==> src/design/bef_pkg.sv <==
// Shared types and constants of the bounded estimate fusion block.
// Used by bef_table, bef_match and bounded_estimate_fusion; no dependencies.
package bef_pkg;

  localparam int MAX_ENTRIES_DEF = 32;
  localparam int MAX_DIMS_DEF    = 4;
  localparam int COORD_WIDTH_DEF = 16;

  localparam int NUM_COORDS = 4;
  localparam int WEIGHT_W   = 16;
  localparam int SRC_W      = 16;
  localparam int COUNT_W    = 6;
  localparam int BOUND_W    = 15;
  localparam int DIMS_W     = 3;

  localparam int PADDR_W = 5;
  localparam int PDATA_W = 32;
  localparam int REG_IDX_W = 3;

  localparam logic [REG_IDX_W-1:0] REG_DIMS   = 3'd0;
  localparam logic [REG_IDX_W-1:0] REG_BOUND0 = 3'd1;
  localparam logic [REG_IDX_W-1:0] REG_BOUND1 = 3'd2;
  localparam logic [REG_IDX_W-1:0] REG_BOUND2 = 3'd3;
  localparam logic [REG_IDX_W-1:0] REG_BOUND3 = 3'd4;

  localparam logic [DIMS_W-1:0] DIMS_RESET = 3'd4;
  localparam logic [SRC_W-1:0]  SRC_MAX    = 16'hFFFF;

  typedef struct packed {
    logic rd_en;
    logic wr_en;
  } tbl_ctrl_t;

endpackage

==> src/design/bef_table.sv <==
// Entry table of the fusion block: one write port, one read port, registered read data.
// Depends on bef_pkg.
module bef_table
  import bef_pkg::*;
#(
  parameter int DEPTH = MAX_ENTRIES_DEF,
  parameter int AW    = 5,
  parameter int EW    = 96
) (
  input  logic          clk_i,
  input  tbl_ctrl_t     ctrl_i,
  input  logic [AW-1:0] raddr_i,
  input  logic [AW-1:0] waddr_i,
  input  logic [EW-1:0] wdata_i,
  output logic [EW-1:0] rdata_o
);

  logic [EW-1:0] mem [DEPTH];
  logic [EW-1:0] rdata_q;

  always_ff @(posedge clk_i) begin
    if (ctrl_i.wr_en) begin
      mem[waddr_i] <= wdata_i;
    end
    if (ctrl_i.rd_en) begin
      rdata_q <= mem[raddr_i];
    end
  end

  assign rdata_o = rdata_q;

endmodule

==> src/design/bef_match.sv <==
// Box match test of one stored entry against the held item, per active dimension.
// Depends on bef_pkg.
module bef_match
  import bef_pkg::*;
#(
  parameter int MAX_DIMS    = MAX_DIMS_DEF,
  parameter int COORD_WIDTH = COORD_WIDTH_DEF
) (
  input  logic [MAX_DIMS*COORD_WIDTH-1:0] entry_vec_i,
  input  logic [MAX_DIMS*COORD_WIDTH-1:0] item_vec_i,
  input  logic [MAX_DIMS*BOUND_W-1:0]     bounds_i,
  input  logic [MAX_DIMS-1:0]             active_i,
  output logic                            hit_o
);

  localparam int DW = COORD_WIDTH + 1;
  localparam int MW = (DW > BOUND_W) ? DW : BOUND_W;

  logic [MAX_DIMS-1:0] ok;

  for (genvar gd = 0; gd < MAX_DIMS; gd++) begin : g_dim
    logic signed [DW-1:0] ev, iv, diff;
    logic [MW-1:0] mag, bnd;
    assign ev   = DW'($signed(entry_vec_i[gd*COORD_WIDTH +: COORD_WIDTH]));
    assign iv   = DW'($signed(item_vec_i[gd*COORD_WIDTH +: COORD_WIDTH]));
    assign diff = ev - iv;
    assign mag  = MW'(diff[DW-1] ? -diff : diff);
    assign bnd  = MW'(bounds_i[gd*BOUND_W +: BOUND_W]);
    assign ok[gd] = !active_i[gd] || (mag <= bnd);
  end

  assign hit_o = &ok;

endmodule

==> src/design/bounded_estimate_fusion.sv <==
// Top level of the bounded estimate fusion block: control, registers, readout.
// Depends on bef_pkg, bef_table and bef_match.
//
// Usage: estimate items enter on in_valid_i/in_ready_o with four signed
// coordinates, a weight and a last_point flag. Each item is matched against
// the stored entries in table order; the first entry inside the per-dimension
// bounds is replaced when the item weighs strictly more; an unmatched item is
// appended, or dropped with a sticky overflow flag when the table is full.
// Between acceptance and its table update an item is scanned through the single
// table read port, one entry a cycle; after an item without last_point the next
// item is accepted in the cycle after the update. On a last_point item every entry
// leaves on out_valid_o/out_ready_i in table order, each read through the read
// port and loaded into the output register before the next read is issued; the
// set then restarts. A stalled receiver holds the output register and the readout
// waits; a finished result waiting does not block the next input item. Reset
// empties the table at once (fill count zero, no clearing pass), sets dims_in_use
// to four and all bounds to zero.
// Configuration is an APB-style port, register i at byte address 4*i.
module bounded_estimate_fusion
  import bef_pkg::*;
#(
  parameter int MAX_ENTRIES = MAX_ENTRIES_DEF,
  parameter int MAX_DIMS    = MAX_DIMS_DEF,
  parameter int COORD_WIDTH = COORD_WIDTH_DEF
) (
  input  logic                   clk_i,
  input  logic                   rst_ni,
  input  logic                   psel,
  input  logic                   penable,
  input  logic                   pwrite,
  input  logic [PADDR_W-1:0]     paddr,
  input  logic [PDATA_W-1:0]     pwdata,
  output logic [PDATA_W-1:0]     prdata,
  output logic                   pready,
  input  logic                   in_valid_i,
  output logic                   in_ready_o,
  input  logic [COORD_WIDTH-1:0] coord_a_i,
  input  logic [COORD_WIDTH-1:0] coord_b_i,
  input  logic [COORD_WIDTH-1:0] coord_c_i,
  input  logic [COORD_WIDTH-1:0] coord_d_i,
  input  logic [WEIGHT_W-1:0]    weight_i,
  input  logic                   last_point_i,
  output logic                   out_valid_o,
  input  logic                   out_ready_i,
  output logic [COORD_WIDTH-1:0] out_coord_a_o,
  output logic [COORD_WIDTH-1:0] out_coord_b_o,
  output logic [COORD_WIDTH-1:0] out_coord_c_o,
  output logic [COORD_WIDTH-1:0] out_coord_d_o,
  output logic [WEIGHT_W-1:0]    out_weight_o,
  output logic [SRC_W-1:0]       source_index_o,
  output logic [COUNT_W-1:0]     entry_count_o,
  output logic                   overflowed_o,
  output logic                   last_entry_o
);

  localparam int AW  = (MAX_ENTRIES > 1) ? $clog2(MAX_ENTRIES) : 1;
  localparam int CNW = $clog2(MAX_ENTRIES + 1);
  localparam int CVW = MAX_DIMS * COORD_WIDTH;
  localparam int EW  = CVW + WEIGHT_W + SRC_W;
  localparam logic [CNW-1:0] FILL_MAX = CNW'(MAX_ENTRIES);

  typedef enum logic [2:0] {
    S_IDLE = 3'b001,
    S_SCAN = 3'b010,
    S_DUMP = 3'b100
  } state_e;

  // configuration
  logic [DIMS_W-1:0]  dims_q;
  logic [BOUND_W-1:0] bound_q [MAX_DIMS];
  logic [BOUND_W-1:0] bound_rd [NUM_COORDS];
  logic               cfg_wr;
  logic [REG_IDX_W-1:0] cfg_idx;

  assign pready  = 1'b1;
  assign cfg_wr  = psel && penable && pwrite;
  assign cfg_idx = paddr[PADDR_W-1:2];

  always_ff @(posedge clk_i or negedge rst_ni) begin
    if (!rst_ni) begin
      dims_q <= DIMS_RESET;
      for (int d = 0; d < MAX_DIMS; d++) bound_q[d] <= '0;
    end else if (cfg_wr) begin
      if (cfg_idx == REG_DIMS) dims_q <= pwdata[DIMS_W-1:0];
      for (int d = 0; d < MAX_DIMS; d++) begin
        if (cfg_idx == REG_BOUND0 + REG_IDX_W'(d)) bound_q[d] <= pwdata[BOUND_W-1:0];
      end
    end
  end

  for (genvar gd = 0; gd < NUM_COORDS; gd++) begin : g_brd
    if (gd < MAX_DIMS) begin : g_on
      assign bound_rd[gd] = bound_q[gd];
    end else begin : g_off
      assign bound_rd[gd] = '0;
    end
  end

  always_comb begin
    unique case (cfg_idx)
      REG_DIMS:   prdata = PDATA_W'(dims_q);
      REG_BOUND0: prdata = PDATA_W'(bound_rd[0]);
      REG_BOUND1: prdata = PDATA_W'(bound_rd[1]);
      REG_BOUND2: prdata = PDATA_W'(bound_rd[2]);
      REG_BOUND3: prdata = PDATA_W'(bound_rd[3]);
      default:    prdata = '0;
    endcase
  end

  // active dimensions and input vector
  logic [DIMS_W-1:0]      nd;
  logic [MAX_DIMS-1:0]    active;
  logic [COORD_WIDTH-1:0] in_coord [NUM_COORDS];
  logic [CVW-1:0]         in_vec;
  logic [MAX_DIMS*BOUND_W-1:0] bounds_flat;

  assign nd = (dims_q > DIMS_W'(MAX_DIMS)) ? DIMS_W'(MAX_DIMS) : dims_q;
  assign in_coord[0] = coord_a_i;
  assign in_coord[1] = coord_b_i;
  assign in_coord[2] = coord_c_i;
  assign in_coord[3] = coord_d_i;

  for (genvar gd = 0; gd < MAX_DIMS; gd++) begin : g_in
    assign active[gd] = DIMS_W'(gd) < nd;
    assign in_vec[gd*COORD_WIDTH +: COORD_WIDTH] = active[gd] ? in_coord[gd] : '0;
    assign bounds_flat[gd*BOUND_W +: BOUND_W] = bound_q[gd];
  end

  // control state
  state_e state_q, state_d;
  logic [CNW-1:0]      fill_q, fill_d;
  logic [CNW-1:0]      iss_q, iss_d;
  logic [AW-1:0]       rx_q, rx_d;
  logic                rv_q, rv_d;
  logic [SRC_W-1:0]    pc_q, pc_d;
  logic                ovf_q, ovf_d;

  // held item
  logic [CVW-1:0]      vec_q;
  logic [WEIGHT_W-1:0] w_q;
  logic [SRC_W-1:0]    src_q;
  logic                last_q;

  // output register
  logic                   ov_q, ov_d;
  logic [CVW-1:0]         ovec_q;
  logic [WEIGHT_W-1:0]    ow_q;
  logic [SRC_W-1:0]       osrc_q;
  logic [COUNT_W-1:0]     ocnt_q;
  logic                   oovf_q;
  logic                   olast_q;

  // table interface
  tbl_ctrl_t      tbl_ctrl;
  logic [AW-1:0]  tbl_waddr;
  logic [EW-1:0]  tbl_wdata;
  logic [EW-1:0]  tbl_rdata;
  logic           hit;

  logic [CVW-1:0]      rd_vec;
  logic [WEIGHT_W-1:0] rd_w;
  logic [SRC_W-1:0]    rd_src;

  assign rd_vec = tbl_rdata[CVW-1:0];
  assign rd_w   = tbl_rdata[CVW +: WEIGHT_W];
  assign rd_src = tbl_rdata[CVW+WEIGHT_W +: SRC_W];

  bef_table #(
    .DEPTH (MAX_ENTRIES),
    .AW    (AW),
    .EW    (EW)
  ) u_table (
    .clk_i   (clk_i),
    .ctrl_i  (tbl_ctrl),
    .raddr_i (iss_q[AW-1:0]),
    .waddr_i (tbl_waddr),
    .wdata_i (tbl_wdata),
    .rdata_o (tbl_rdata)
  );

  bef_match #(
    .MAX_DIMS    (MAX_DIMS),
    .COORD_WIDTH (COORD_WIDTH)
  ) u_match (
    .entry_vec_i (rd_vec),
    .item_vec_i  (vec_q),
    .bounds_i    (bounds_flat),
    .active_i    (active),
    .hit_o       (hit)
  );

  logic in_acc, found, miss, decide, dump_load, dump_done, rx_last;

  assign in_ready_o = (state_q == S_IDLE);
  assign in_acc     = in_valid_i && in_ready_o;
  assign found      = (state_q == S_SCAN) && rv_q && hit;
  assign miss       = (state_q == S_SCAN) && !rv_q && (iss_q >= fill_q);
  assign decide     = found || miss;
  assign rx_last    = (CNW'(rx_q) == fill_q - CNW'(1));
  assign dump_load  = (state_q == S_DUMP) && rv_q;
  assign dump_done  = dump_load && rx_last;
  assign tbl_wdata  = {src_q, w_q, vec_q};
  assign tbl_waddr  = found ? rx_q : fill_q[AW-1:0];

  always_comb begin
    state_d  = state_q;
    fill_d   = fill_q;
    iss_d    = iss_q;
    rx_d     = rx_q;
    rv_d     = 1'b0;
    pc_d     = pc_q;
    ovf_d    = ovf_q;
    ov_d     = ov_q;
    tbl_ctrl = '0;
    if (out_ready_i) ov_d = 1'b0;
    unique case (state_q)
      S_IDLE: begin
        if (in_acc) begin
          state_d = S_SCAN;
          iss_d   = '0;
        end
      end
      S_SCAN: begin
        if (decide) begin
          if (found) begin
            tbl_ctrl.wr_en = w_q > rd_w;
          end else if (fill_q < FILL_MAX) begin
            tbl_ctrl.wr_en = 1'b1;
            fill_d = fill_q + CNW'(1);
          end else begin
            ovf_d = 1'b1;
          end
          if (pc_q != SRC_MAX) pc_d = pc_q + SRC_W'(1);
          iss_d   = '0;
          state_d = last_q ? S_DUMP : S_IDLE;
        end else if (iss_q < fill_q) begin
          tbl_ctrl.rd_en = 1'b1;
          rv_d  = 1'b1;
          rx_d  = iss_q[AW-1:0];
          iss_d = iss_q + CNW'(1);
        end
      end
      S_DUMP: begin
        if (dump_load) begin
          ov_d = 1'b1;
          if (dump_done) begin
            state_d = S_IDLE;
            fill_d  = '0;
            pc_d    = '0;
            ovf_d   = 1'b0;
          end
        end else if ((!ov_q || out_ready_i) && (iss_q < fill_q)) begin
          tbl_ctrl.rd_en = 1'b1;
          rv_d  = 1'b1;
          rx_d  = iss_q[AW-1:0];
          iss_d = iss_q + CNW'(1);
        end
      end
      default: state_d = S_IDLE;
    endcase
  end

  always_ff @(posedge clk_i or negedge rst_ni) begin
    if (!rst_ni) begin
      state_q <= S_IDLE;
      fill_q  <= '0;
      iss_q   <= '0;
      rx_q    <= '0;
      rv_q    <= 1'b0;
      pc_q    <= '0;
      ovf_q   <= 1'b0;
      ov_q    <= 1'b0;
    end else begin
      state_q <= state_d;
      fill_q  <= fill_d;
      iss_q   <= iss_d;
      rx_q    <= rx_d;
      rv_q    <= rv_d;
      pc_q    <= pc_d;
      ovf_q   <= ovf_d;
      ov_q    <= ov_d;
    end
  end

  always_ff @(posedge clk_i) begin
    if (in_acc) begin
      vec_q  <= in_vec;
      w_q    <= weight_i;
      src_q  <= pc_q;
      last_q <= last_point_i;
    end
    if (dump_load) begin
      ovec_q  <= rd_vec;
      ow_q    <= rd_w;
      osrc_q  <= rd_src;
      ocnt_q  <= COUNT_W'(fill_q);
      oovf_q  <= ovf_q;
      olast_q <= rx_last;
    end
  end

  logic [COORD_WIDTH-1:0] out_coord [NUM_COORDS];

  for (genvar gd = 0; gd < NUM_COORDS; gd++) begin : g_out
    if (gd < MAX_DIMS) begin : g_on
      assign out_coord[gd] = ovec_q[gd*COORD_WIDTH +: COORD_WIDTH];
    end else begin : g_off
      assign out_coord[gd] = '0;
    end
  end

  assign out_valid_o    = ov_q;
  assign out_coord_a_o  = out_coord[0];
  assign out_coord_b_o  = out_coord[1];
  assign out_coord_c_o  = out_coord[2];
  assign out_coord_d_o  = out_coord[3];
  assign out_weight_o   = ow_q;
  assign source_index_o = osrc_q;
  assign entry_count_o  = ocnt_q;
  assign overflowed_o   = oovf_q;
  assign last_entry_o   = olast_q;

  a_fill_bound: assert property (@(posedge clk_i) disable iff (!rst_ni)
    fill_q <= FILL_MAX)
    else $error("fill count beyond table depth");

  a_write_in_scan: assert property (@(posedge clk_i) disable iff (!rst_ni)
    tbl_ctrl.wr_en |-> (state_q == S_SCAN) && decide)
    else $error("table written outside an item update");

  a_load_free: assert property (@(posedge clk_i) disable iff (!rst_ni)
    dump_load |-> !ov_q)
    else $error("readout entry loaded over a waiting item");

  a_dump_restart: assert property (@(posedge clk_i) disable iff (!rst_ni)
    dump_done |=> (fill_q == '0) && (pc_q == '0) && !ovf_q && (state_q == S_IDLE))
    else $error("set not restarted after readout");

  a_dump_nonempty: assert property (@(posedge clk_i) disable iff (!rst_ni)
    (state_q == S_DUMP) |-> (fill_q != '0))
    else $error("readout of an empty table");

endmodule

==> config.mk <==
export PLATFORM = sky130hd
export DESIGN_NAME = bounded_estimate_fusion
export DESIGN_NICKNAME = d
export VERILOG_FILES = /design/src/design/bef_pkg.sv /design/src/design/bef_table.sv /design/src/design/bef_match.sv /design/src/design/bounded_estimate_fusion.sv
export SDC_FILE = /design/constraint.sdc
export NUM_CORES = 2
export LEC_CHECK = 0
export ABC_CLOCK_PERIOD_IN_PS = 13200
export BUFFER_PORTS_ARGS = -buffer_cell sky130_fd_sc_hd__buf_2
export CORE_MARGIN = 1.5
export CORE_UTILIZATION = 55
export DETAILED_ROUTE_END_ITERATION = 7
export GPL_TIMING_DRIVEN = 0
export PLACE_DENSITY_LB_ADDON = 0.1
export SYNTH_ARGS = -nofsm -noshare
export SYNTH_HDL_FRONTEND = slang
export SYNTH_SLANG_ARGS = --single-unit
==> constraint.sdc <==
create_clock -name clk_i -period 13.2 [get_ports clk_i]
set_input_delay 3.96 -clock clk_i [delete_from_list [all_inputs] [get_ports clk_i]]
set_output_delay 3.96 -clock clk_i [all_outputs]
set_load 0.02 [all_outputs]
; Yosys cells after proc, flatten, opt, wreduce, memory -nomap -nowiden
; Memories as Yosys holds them, arrays and structs flattened. A register that Yosys moved wholly into a read port is not among the register bits.
; Index checks and enable logic that the tools add are counted.
; Widths: inputs -> output; s select.
[op_classes]
eq_ne = 22
n_bitwise = 0
n_reduce_logical = 37
shifts = 0
n_lt_le_gt_ge = 13
n_mul = 0
add_sub_neg = 12
n_div = 0
n_mux = 55
[op_table]
columns = op, count
row1 = $pmux 15 s5, 1
row2 = $le 17x15->1, 4
row3 = $mux 17, 4
row4 = $neg 17->17, 4
row5 = $sub 16x16->17, 4
row6 = $mux 16, 4
row7 = $mux 6, 10
row8 = $pmux 16 s2, 1
row9 = $mux 5, 5
row10 = $mux 1, 18
row11 = $mux 3, 6
row12 = $pmux 6 s3, 1
row13 = $add 16x1->16 const B, 1
row14 = $gt 16x16->1, 1
row15 = $ne 16x16->1 const B, 1
row16 = $reduce_and 5->1, 3
row17 = $ne 2x2->1 const B, 7
row18 = $add 6x1->6 const B, 2
row19 = $pmux 6 s2, 1
row20 = $reduce_and 6->1, 2
row21 = $logic_and 1x1->1, 10
row22 = $ne 2x1->1 const B, 5
row23 = $pmux 5 s2, 1
row24 = $reduce_and 2->1, 5
row25 = other kinds (20), 38
[word_totals]
latch_bits = 0
word_cells = 166
ff_bits = 303
n_memories = 1
in_bits = 125
mem_bits_rw = 3072
rom_bits = 0
out_inout_bits = 139
[memory_table]
columns = name, depth, word_bits, read_ports, rd_ports_with_merged_regs, write_ports, line_no
row1 = u_table.mem, 32, 96, 1, 1, 1, bef_table.sv:18  ; logic [EW-1:0] mem [DEPTH];

; Longest topological paths before layout
[depth]
word_depth = 12
depth_mapped = 25
depth_no_buf = 24

; Modules after synthesis
; A second synthesis with hierarchy kept.
[hier_totals]
hier_cells = 7374
hier_area_um2 = 137973.6
[by_module_without_submodules]
columns = mod, area_per_inst_um2, cells_each, n_inst, seq_area_each_um2
row1 = bef_table, 119453.3, 5604, 1, 95131.2
row2 = bounded_estimate_fusion, 12210.5, 840, 1, 8590.7
row3 = bef_match, 6309.8, 930, 1, 0.0

; Worst setup path after synthesis
; Ideal clock, no wire load.
[synth_path]
path_kind = reg2reg
from = register vec_q[0]
to = memory u_table.mem[22][0] (enable)
t_arrival_ns = 10.116
path_buffers = 1
path_stages_with_launch = 24
setup_ns = 0.584
path_slack_ns = 2.500
period_less_slack_ns = 10.700
required_time_ns = 12.616
cell_sequence = edfxtp_1 > ha_1 > fa_1 > nand2b_1 > a21bo_2 > a211oi_1 > a311oi_1 > o21a_1 > a21oi_1 > clkbuf_1 > a21oi_1 > xnor2_1 > ha_1 > a211oi_1 > o21ai_0 > a2111oi_0 > a211o_1 > o2111a_1 > o311ai_0 > mux2i_1 > o32ai_1 > nor3_2 > nand4bb_1 > o22ai_1
[synth_via]
elab_chain_len = 12
[synth_rtl]
columns = element, line_no
row1 = from (decl), bounded_estimate_fusion.sv:139  ; logic [CVW-1:0] vec_q;
row2 = from (signal assigned), bounded_estimate_fusion.sv:287  ; vec_q <= in_vec;
row3 = $sub 16x16->17 *, bef_match.sv:26  ; assign diff = ev - iv;
row4 = $neg 17->17, bef_match.sv:27  ; assign mag = MW'(diff[DW-1] ? -diff : diff);
row5 = $mux 17 *, bef_match.sv:27
row6 = $le 17x15->1 *, bef_match.sv:29  ; assign ok[gd] = !active_i[gd] || (mag <= bnd);
row7 = $logic_or 1x1->1 *, bef_match.sv:29
row8 = $reduce_and 4->1 *, bef_match.sv:32  ; assign hit_o = &ok;
row9 = $logic_and 1x1->1 *, bounded_estimate_fusion.sv:196  ; assign found = (state_q == S_SCAN) && rv_q && hit;
row10 = $mux 1 / $logic_or 1x1->1 (equally long branches), "bounded_estimate_fusion.sv:225, bounded_estimate_fusion.sv:198"
row11 = $mux 1, bounded_estimate_fusion.sv:224  ; if (decide) begin
row12 = $mux 1, bounded_estimate_fusion.sv:216  ; unique case (state_q)
row13 = $mux 1, bef_table.sv:22  ; if (ctrl_i.wr_en) begin
row14 = $mux 1 (implied by the code), bef_table.sv:23  ; mem[waddr_i] <= wdata_i;
row15 = to (decl), bef_table.sv:18
; Every way passes the cells marked *; elsewhere a longest branch is shown, timed or not.

; Worst setup path after layout
[layout_path]
from = register vec_q[55]
to = memory u_table.mem[15][59] (enable)
; Same word-level chain as after synthesis.

==> metrics.md <==
| Metric | Value |
|---|---|
| Fin. Hold Viols | `0` |
| Compound-Gate Fraction of Synth Area | `0.0242` |
| Setup TNS | `0 ps` |
| Run status | `complete, but fails checks` |
| Number of synthesized register bits | `3471` |
| Total setup buffers inserted after CTS | `0` |
| Final setup vio count | `0` |
| P per Cell Area | `185 mW/mm2` |
| Most common cell on crit path | `buf_12` |
| Yosys top cell by area | `edfxtp_1` |
| Die Ht | `504 um` |
| Worst min path class | `reg -> reg` |
| Fraction of layout cells with a size suffix above 1 | `0.280` |
| CP max stage delay | `around 1200 ps` |
| Crit-path max FO | `33` |
| Top Layer Used | `met5` |
| Most used DFF post-synth | `edfxtp_1` |
| Met1 Wirelength | `144000 um` |
| P_leak | `50.8 nW` |
| Number of distinct library cells after synthesis | `87` |
| Synthesized area | `0.138 mm2` |
| Gpl congestion | `0.937` |
| Ranking of synthesized cells by area | `edfxtp_1, mux4_2, dfrtp_1` |
| Worst-Skew Late Latency | `around 960 ps` |
| Reg clk slew, reported paths | `60 ps` |
| Clock Sinks | `3471` |
| Final cycle utilization of the critical path | `0.797` |
| Post-synth ARST share | `0.0294` |
| Fin. max-slew vios | `14` |
| Mux cell area share after synthesis | `0.167` |
| Worst vdd rail ir drop | `~0.15 mV` |
| Failing checks | `max-capacitance violations, max-slew violations` |
| Core Region | `around 0.25 mm2` |
| TritonCTS clock tree | `built` |
| Top cell types by occurrence after synthesis | `edfxtp_1, mux4_2, clkbuf_1` |
| Ports | `264` |
| RSZ-0062 raised after global routing | `false` |
| Number of flops mapped to enable cells by yosys | `3369` |
| Die area | `approximately 0.25 mm2` |
| Buffers on Ports | `224` |
| Yosys warns | `0` |
| Count leader, synth | `edfxtp_1` |
| Vias per cell | `6.38` |
| DR WL met3 | `29700 um` |
| Wire per inst | `33.3 um` |
| Finished Layout Cells | `10900` |
| Total Nets Final | `7553` |
| Synthesized area per cell | `21.4 um2` |
| Data required, critical path | `13830 ps` |
| Crit Path Class | `reg -> reg` |
| Fillers | `16700` |
| XOR/XNOR Fraction of Synth Area | `0.00577` |
| Root Buffer | `clkbuf_16` |
| CTS Buf Count | `approximately 360` |
| Cts repair resizes | `0` |
| Max clock buf depth | `4` |
| Synth Instances | `6459` |
| Initial drt markers | `just under 9000` |
| First drt pass iteration count | `5` |
| Overflow after GRT | `0` |
| Worst Path Buf+Inv | `6` |
| Vias in the first global route | `70200` |
| Placed cell count | `10200` |
| Skew final | `58.7 ps` |
| Hold buffers post-CTS | `0` |
| DP Wirelength | `241000 um` |
| Worst path top cell family by delay | `compound AO/OA/AOI/OAI gates` |
| H-Tree Depth | `5` |
| Post-synthesis adder-cell area fraction | `0.0145` |
| Vias | `69600` |
| Sequential share of the synthesized area | `0.751` |
| Pin count of the biggest net entering global routing | `65` |
| # DRC | `0` |
| MaxCap Viol Count | `2` |
| Die X-Extent | `504 um` |
| Area Overhead vs Synth | `16.1%` |
| Initial antenna violation count | `17` |
| GRT Util Overall | `0.286` |
| Initial Util | `0.554` |
| Crit-path slowest cell | `edfxtp_1` |
| Post-detailed-route count of antenna-violating nets | `0` |
| Largest family of logic cells by synthesized area | `multiplexers` |
| R2r setup slk | `roughly 2700 ps` |
| CP endpoint kind | `flop` |
| Slew @ Worst Pin | `approximately 1600 ps` |
| Row Count | `183` |
| CP arrival | `11150 ps` |
| WL met2 | `~180000 um` |
| First-pass GRT wire length | `514000 um` |
| CP startpoint kind | `flop` |
| Post-Route WL | `~360000 um` |
| F_max | `95.1 MHz` |
| Synth Area in Simple Gates | `0.0239` |
| Tmin final | `roughly 11000 ps` |
| Synth top area share | `0.733` |
| Final core utilization | `0.643` |
| Max-slew headroom | `-0.0798` |
## kinds of logic after synthesis
kind of cell,Yosys count
flops,3471
buf+inv,480
other cells,2
mux,1089
simple gates,651
xor+xnor,91
fa+ha+maj,158
compound gates,517
## worst register-to-register path, cell delays in order (launching register included)
cell	delay, ps
edfxtp_1	1150
inv_1	240
ha_1	430
a21oi_1	300
nand2_1	160
o21ai_0	330
a2bb2oi_1	320
a31o_2	200
clkbuf_1	390
o41ai_1	190
xnor2_1	830
ha_1	400
a21oi_1	160
o21a_1	140
o211ai_1	90
a211oi_1	930
o2111a_1	410
o311ai_0	150
mux2i_1	340
o32ai_2	150
buf_6	200
nor3_2	560
nand4_1	530
o22ai_4	840
buf_12	300
buf_12	220
buf_12	240
## layer usage
layer	up-vias	track usage
li1	28600	-
met1	37200	0.403
met2	3214	0.465
met3	496	0.0509
met4	6	0.0833
met5	-	0
## flip-flops by register name, summed over array words and instances, names as in the netlist, 16 cells and up
name,flops
bound_q,60
out_weight_o,16
ovec_q,64
pc_q,16
source_index_o,16
src_q,16
u_table.mem,3072
u_table.rdata_o,96
vec_q,64
w_q,16
## path summary, 6_finish.rpt
path                                     startpoint                  end  cells after the start
worst max-delay path                      vec_q[55]  u_table.mem[15][59]                     26
worst min-delay path            u_table.rdata_o[91]   source_index_o[11]                      0
worst max register to register            vec_q[55]  u_table.mem[15][59]                     26
worst min register to register  u_table.rdata_o[91]   source_index_o[11]                      0
max in group asynchronous                    rst_ni          bound_q[15]                      2
min in group asynchronous                    rst_ni              pc_q[0]                      1
## through the flow
stage	instance area [um2]	hold WS (ps)	worst slack [ps]	total power, W
floorplan	138000	400	2500	0.0174
global placement	143000	400	-7760	0.0194
detailed placement	148000	405	3030	0.0196
CTS	160000	416	2990	0.0297
global route	160000	421	2080	0.0306
finish	160000	415	2680	0.0296
## layout make-up
type	count	area, um2	share of cell area
antenna	9	22.5	0.000141
buffer	311	1270	0.00795
clock buffer	429	9440	0.0589
clock inverter	224	2380	0.0148
inverter	169	639	0.00399
multi-input combinational	2524	33000	0.206
sequential	3471	104000	0.647
tap	3330	4170	0.0260
timing repair buffer	430	5600	0.0350
## cells in the final DEF (no fill, tap or decap), types with 89 or more instances in the layout
master	instances
edfxtp_1	3369
mux4_2	960
clkbuf_16	367
clkbuf_1	240
buf_2	227
nand2_1	196
inv_1	168
o21ai_0	155
ha_1	154
buf_12	147
nor2_1	126
mux2_2	109
dfrtp_1	100
a21oi_1	99
clkinv_1	89
## where the power goes
| group | switching (W) | internal [W] | leakage (nW) |
|---|---|---|---|
| Sequential | 0.000782 | 0.0130 | 31.7 |
| Combinational | 0.00315 | 0.00243 | 13.4 |
| Clock | 0.00415 | 0.00607 | 5.78 |
| Total | 0.00809 | 0.0215 | 50.8 |
Power figures use the tool's default switching activity.
